<file path="src/rtl/biot_savart_segment_field_unit_assert.svh">
// ----------------------------------------------------------------------------
// biot-savart segment field unit: assertion macros
// concurrent checks that are compiled away when SYNTHESIS is defined
// ----------------------------------------------------------------------------
`ifndef BIOT_SAVART_SEGMENT_FIELD_UNIT_ASSERT_SVH
`define BIOT_SAVART_SEGMENT_FIELD_UNIT_ASSERT_SVH
`ifndef SYNTHESIS
// same-cycle implication
`define BSSF_ASSERT_IMP(lbl, clk, rstn, ante, cons) \
  lbl: assert property (@(posedge clk) disable iff (!rstn) (ante) |-> (cons)) \
    else $error("bssf assertion failed");
// next-cycle implication
`define BSSF_ASSERT_NXT(lbl, clk, rstn, ante, cons) \
  lbl: assert property (@(posedge clk) disable iff (!rstn) (ante) |=> (cons)) \
    else $error("bssf assertion failed");
`else
`define BSSF_ASSERT_IMP(lbl, clk, rstn, ante, cons)
`define BSSF_ASSERT_NXT(lbl, clk, rstn, ante, cons)
`endif
`endif

</file>
<file path="src/rtl/bssf_pkg.sv">
// ----------------------------------------------------------------------------
// bssf_pkg
// item types, inter-stage structs and fixed sizes of the segment field unit
// ----------------------------------------------------------------------------
`default_nettype none
package bssf_pkg;

  // one root bit per stage, one quotient bit per stage
  localparam int unsigned SQRT_STAGES = 31;
  localparam int unsigned DIV_STEPS   = 32;

  // segment and field point, signed q8.24 metres
  typedef struct packed {
    logic signed [31:0] seg_start_x;
    logic signed [31:0] seg_start_y;
    logic signed [31:0] seg_start_z;
    logic signed [31:0] seg_end_x;
    logic signed [31:0] seg_end_y;
    logic signed [31:0] seg_end_z;
    logic signed [31:0] field_pt_x;
    logic signed [31:0] field_pt_y;
    logic signed [31:0] field_pt_z;
  } bssf_in_t;

  // field components, signed q16.16 per metre, and flags
  typedef struct packed {
    logic signed [31:0] field_x;
    logic signed [31:0] field_y;
    logic signed [31:0] field_z;
    logic               zero_distance;
    logic               saturated;
  } bssf_out_t;

  // cross product, squared length and scale, carried through the root pipe
  typedef struct packed {
    logic [2:0][63:0] c;
    logic [61:0]      s;
    logic [5:0]       blen;
  } bssf_mid_t;

  // numerator magnitudes and signs for the divider
  typedef struct packed {
    logic [2:0][62:0] mag;
    logic [2:0]       neg;
    logic [5:0]       blen;
  } bssf_num_t;

  // quotients and status out of the divider
  typedef struct packed {
    logic [2:0][31:0] q;
    logic [2:0]       over;
    logic [2:0]       neg;
    logic             zero;
  } bssf_quo_t;

endpackage
`default_nettype wire

</file>
<file path="src/rtl/bssf_skid.sv">
// ----------------------------------------------------------------------------
// bssf_skid
// output register with one skid entry, so the pipeline stall is registered
// ----------------------------------------------------------------------------
`default_nettype none
`include "biot_savart_segment_field_unit_assert.svh"
module bssf_skid (
  input  wire logic                clk,
  input  wire logic                rst_n,
  input  wire logic                up_valid,
  input  wire bssf_pkg::bssf_out_t up_data,
  output logic                     up_stall,
  output logic                     dn_valid,
  output bssf_pkg::bssf_out_t      dn_data,
  input  wire logic                dn_stall
);

  logic                out_valid_r, out_valid_nxt;
  bssf_pkg::bssf_out_t out_data_r, out_data_nxt;
  logic                skid_full_r, skid_full_nxt;
  bssf_pkg::bssf_out_t skid_data_r, skid_data_nxt;
  logic                up_acc;

  assign up_acc = up_valid && !skid_full_r;

  // refill the output from the skid entry first, else from upstream
  always_comb begin
    out_valid_nxt = out_valid_r;
    out_data_nxt  = out_data_r;
    skid_full_nxt = skid_full_r;
    skid_data_nxt = skid_data_r;
    if (!out_valid_r || !dn_stall) begin
      if (skid_full_r) begin
        out_valid_nxt = 1'b1;
        out_data_nxt  = skid_data_r;
        skid_full_nxt = 1'b0;
      end else begin
        out_valid_nxt = up_acc;
        out_data_nxt  = up_data;
      end
    end else if (up_acc) begin
      skid_full_nxt = 1'b1;
      skid_data_nxt = up_data;
    end
  end

  always_ff @(posedge clk) begin
    if (!rst_n) begin
      out_valid_r <= 1'b0;
      skid_full_r <= 1'b0;
    end else begin
      out_valid_r <= out_valid_nxt;
      skid_full_r <= skid_full_nxt;
    end
  end

  always_ff @(posedge clk) begin
    out_data_r  <= out_data_nxt;
    skid_data_r <= skid_data_nxt;
  end

  assign up_stall = skid_full_r;
  assign dn_valid = out_valid_r;
  assign dn_data  = out_data_r;

  // the skid entry only fills behind a held output item
  `BSSF_ASSERT_IMP(a_skid_behind_out, clk, rst_n, skid_full_r, out_valid_r)
  `BSSF_ASSERT_NXT(a_skid_holds, clk, rst_n, skid_full_r && dn_stall, skid_full_r)

endmodule
`default_nettype wire

</file>
<file path="config.mk">
export PLATFORM = sky130hd
export DESIGN_NAME = bssf_skid
export DESIGN_NICKNAME = d
export VERILOG_FILES = /design/src/rtl/bssf_pkg.sv /design/src/rtl/bssf_skid.sv
export VERILOG_INCLUDE_DIRS = /design/src /design/src/rtl
export SDC_FILE = /design/constraint.sdc
export NUM_CORES = 1
export LEC_CHECK = 0
export ABC_CLOCK_PERIOD_IN_PS = 11500
export BUFFER_PORTS_ARGS = -buffer_cell sky130_fd_sc_hd__buf_2
export CELL_PAD_IN_SITES_DETAIL_PLACEMENT = 0
export CELL_PAD_IN_SITES_GLOBAL_PLACEMENT = 1
export CORE_UTILIZATION = 41
export CTS_BUF_LIST = sky130_fd_sc_hd__clkbuf_4
export DETAILED_ROUTE_END_ITERATION = 8
export GPL_TIMING_DRIVEN = 1
export PLACE_DENSITY_LB_ADDON = 0.1
export SETUP_SLACK_MARGIN = 0.2
export SLEW_MARGIN = 40
export SYNTH_ARGS = -nofsm -noshare
export SYNTH_HDL_FRONTEND = slang
export SYNTH_SLANG_ARGS = --single-unit
</file>
<file path="constraint.sdc">
create_clock -name clk -period 11.5 [get_ports clk]
set_input_delay 0.575 -clock clk [delete_from_list [all_inputs] [get_ports clk]]
set_output_delay 0.575 -clock clk [all_outputs]
set_load 0.005 [all_outputs]
</file>
Word-level counts from Yosys, hierarchy flattened
Cells that the tools add are included.
{"block": "totals", "output_inout_bits": 100, "elab_cells": 23, "input_bits": 102, "register_bits": 198}
{"block": "classes", "reduce_logical": 7, "n_bitwise": 2, "muxes": 2}
{"operator": "two-way mux 98 bit", "count": 1}
{"operator": "zero test 1 bit", "count": 3}
{"operator": "NOT 1 bit", "count": 2}
{"operator": "AND reduction 2 bit", "count": 1}
{"operator": "OR reduction 2 bit", "count": 1}
{"operator": "logical AND 1 bit", "count": 1}
{"operator": "logical OR 1 bit", "count": 1}
{"operator": "two-way mux 1 bit", "count": 1}

Depth between registers and ports, before layout
{"block": "depth", "ltp_word": 4, "depth_mapped": 4, "depth_no_buf": 2}

Worst setup path after synthesis
OpenSTA, ideal clock, no wires.
{"block": "synth_timing", "kind": "input port to flip-flop", "start": "input port dn_stall", "end": "register skid_data_r[0] in the netlist's numbering (enable)", "required_time_ps": 10806, "arrival_time_ps": 10186, "n_path_buf": 0, "setup_ps": 694, "path_slack_ps": 620, "stages": 2, "cell_sequence": "nand2_1 > nor3b_1"}
{"block": "synth_via", "elab_chain_len": 4}
{"element": "start: declaration", "line": "bssf_skid.sv:15", "source": "input wire logic dn_stall"}
{"element": "zero test 1 bit", "line": "bssf_skid.sv:32", "source": "if (!out_valid_r || !dn_stall) begin"}
{"element": "logical OR 1 bit", "line": "bssf_skid.sv:32"}
{"element": "NOT 1 bit (no source line)"}
{"element": "AND reduction 2 bit (no source line)"}
{"element": "end signal: assignment", "line": "bssf_skid.sv:59", "source": "skid_data_r <= skid_data_nxt;"}
{"element": "end: declaration", "line": "bssf_skid.sv:21", "source": "bssf_pkg::bssf_out_t skid_data_r, skid_data_nxt;"}
Every way passes these cells.
A chain may end at the register's enable or synchronous reset.

Worst setup path after layout
{"block": "layout_timing", "start": "register out_valid_r, in the netlist dn_valid", "end": "register skid_data_r[53] in the netlist's numbering (enable)"}
{"block": "layout_via", "elab_chain_len": 4}
{"element": "start: declaration", "line": "bssf_skid.sv:18", "source": "logic out_valid_r, out_valid_nxt;"}
{"element": "start signal: assignment", "line": "bssf_skid.sv:52", "source": "out_valid_r <= out_valid_nxt;"}
{"element": "zero test 1 bit", "line": "bssf_skid.sv:32"}
{"element": "logical OR 1 bit", "line": "bssf_skid.sv:32"}
{"element": "NOT 1 bit (no source line)"}
{"element": "AND reduction 2 bit (no source line)"}
Every way passes these cells.

==> results.toml <==
[synthesis]
synth_ff_type = "edfxtp_1"
syn_inst = 312
synth-edff-count = 196
avgSynthCellArea_um2 = 23.1
netlist_area_um2 = 7210
synth_seq_cells = 198
async_flop_share_pct = 0
synthTopCellsByCount = "edfxtp_1 (196), mux2_2 (98), clkbuf_8 (10)"
yosysSeqAreaShare_pct = 82.2
synth.most_common_cell = "edfxtp_1"
yosys_warnings = 0
synth_area_leaders = "edfxtp_1 (82%), mux2_2 (15%), clkbuf_8 (1.9%), dfxtp_1 (0.56%), nor3b_1 (0.21%)"
synth_top_area_share_pct = 81.7
synth_nets = 414
ys_types = 9
synth_top_area_cell = "edfxtp_1"

[sta]
layout_min_cycle_time_ps = 2680
slew_violations = 0
post-route-period-util_pct = 23.3
fin_skew_ps = 20.4
worst_slack_ps = 8820
final.setup.tns_ps = 0
setup_violations = 0
slew_headroom_pct = 46.5
max_freq_mhz = 373
rsz0062_at_grt = "false"
finalHoldViolations = 0
tightest_slew_ps = 802

[grt]
grtUsageMet3_pct = 7.17
use_met2_pct = 22.4
grt_busiest_layer = "met2"
grt_overflow = 0
grt_antenna_before_repair = 2
grt_max_degree = 58
grt_pass1_wl_um = 19500
met1_usage_pct = 18.3
grt_pass1_vias = 3542
grt.total_usage_pct = 14.7

[detailed_routing]
drc_errors = 0
drt-vias-per-instance = 4.65
routedWlPerCell_um = 17.2
firstDrtPassIters = 4
dr.first_iter.drc_count = 194
drtAntennaViolNets = 0
vias = 3554
wl_um = 13100

[cells_and_area]
drive_gt1_share_pct = 62.5
postLayoutCellArea_um2 = 8670
finalNetCount = 627
seqCellArea_um2 = 5930
multi_input_area_um2 = 1150
n_fill_cell = 1459
fin_cells = 764
area_growth_pct = 20.3

[clocking]
tritoncts.num_buffers = 17
cts_hold_buf = 0
cts_buffer_depth = 2
cts.sinks = 198
cts-htree-levels = 4
cts_tree = "done"
path_clk_slew_ps = 160
cts_root_buf = "clkbuf_4"
insertion_delay_ps = 550
post_cts_resized = 0
post_cts_buffers = 0

[worst_setup_path]
critPathCaptureType = "flip-flop"
cp.arrival_ps = 2880
cp-start-kind = "flip-flop"
ff2ff_path_depth = 4
crit_required_ps = 11700
ff2ff_setup_slack_ps = 8820
worstSetupPathType = "reg -> reg"
path_max_fanout = 50
worstSetupStartpoint = "dn_valid$_SDFFE_PN0P_"
r2r_end = "skid_data_r[53]$_DFFE_PP_"
r2r-start = "dn_valid$_SDFFE_PN0P_"

[placement]
io_buffers = 201
placed_cells = 731
place_congestion = 0.710
place_ws_ps = 8460
dp_hpwl_um = 8390
placed_area_um2 = 8390

[floorplanning]
rows = 48
fp.coreArea_um2 = 17200
die_y_um = 135
die_w_um = 135
pin_count = 202
dieArea_um2 = 18100
initial_core_util_pct = 41.8

[hold_path]
min_path_cells = 1
min_path_type = "in -> reg"
holdPathEnd = "skid_data_r[10]$_DFFE_PP_"
hold_start = "up_data[10]"

[pwr]
p_leak_nw = 3.26
ir_worst_vdd_mv = 0.0665
pwr-share-clk_pct = 27.9
switchingPower_mw = 0.278
internal_power_mw = 1.01
p_sw_share_pct = 21.6
combPwrFrac_pct = 6.8
cellPowerDensity_nw_per_um2 = 149
power_mw = 1.29
p_seq_share_pct = 65.3

[status]
status = "completed"

[run]
drv_cap = 0
-- flip-flops by register name (all words and copies together), names as in the netlist --
name	cells
up_stall	1
dn_valid	1
dn_data	98
skid_data_r	98
-- layout by cell type (no fill, tap or decap), types with 2 or more instances in the layout --
cell type and count:
clkinv_4 2, buf_4 4, buf_2 201, bufinv_16 2, inv_6 2, clkinv_2 4
edfxtp_1 196, clkbuf_4 19, clkinv_1 2, mux2_2 98
-- layer usage --
layer	wire [µm]	vias to the layer above
met5	0	-
met3	1170	8
met2	6070	121
met4	101	0
met1	5780	1745
li1	-	1680
-- logic make-up after synthesis --
group | Yosys count | share of synthesized area (%)
AND/OR/NAND/NOR | 4 | 0.312
flip-flops | 198 | 82.2
AO/OA/AOI/OAI | 1 | 0.104
multiplexers | 98 | 15.3
buffers and inverters | 11 | 2.07
-- power by group through the flow --
stage	sequential [mW]	clock (mW)	combinational, mW
2_1_floorplan	0.866	0	0.0317
3_3_place_gp	0.860	0	0.0890
3_5_place_dp	0.860	0	0.0905
4_1_cts	0.844	0.377	0.0907
5_1_grt	0.847	0.399	0.0977
6_report	0.843	0.360	0.0883
-- cell type report --
cell class              instances  share of cell area, %
diodes                          1                 0.0289
clock buffers                  19                   1.65
clock inverters                13                   1.50
multi-input cells             103                   13.2
flip-flops and latches        198                   68.4
well taps                     225                   3.25
repair buffers                205                   12.0
-- worst max-delay path, cell delays in order, from the launching register on --
cell and delay, ps:
dfxtp_1 390, nand2_4 340, nor3b_2 290, buf_4 560, buf_4 670
-- worst max-delay path by stage --
stage / to / slack, ps / cells after the start
6_report: skid_data_r[53]$_DFFE_PP_ / 8820 / 4
5_1_grt: skid_data_r[47]$_DFFE_PP_ / 8600 / 4
4_1_cts: skid_data_r[42]$_DFFE_PP_ / 8750 / 4
3_5_place_dp: skid_data_r[30]$_DFFE_PP_ / 8460 / 5
3_3_place_gp: skid_data_r[4]$_DFFE_PP_ / 8480 / 5
2_1_floorplan: skid_data_r[0]$_DFFE_PP_ / 620 / 2
-- through the flow --
stage,utilization [%],hold slack [ps]
global route,50.3,112
CTS,50.3,122
global placement,48.7,526
floorplan,-,523
finish,50.3,190
detailed placement,48.7,531
No activity file was read; power rests on OpenSTA's default activity.
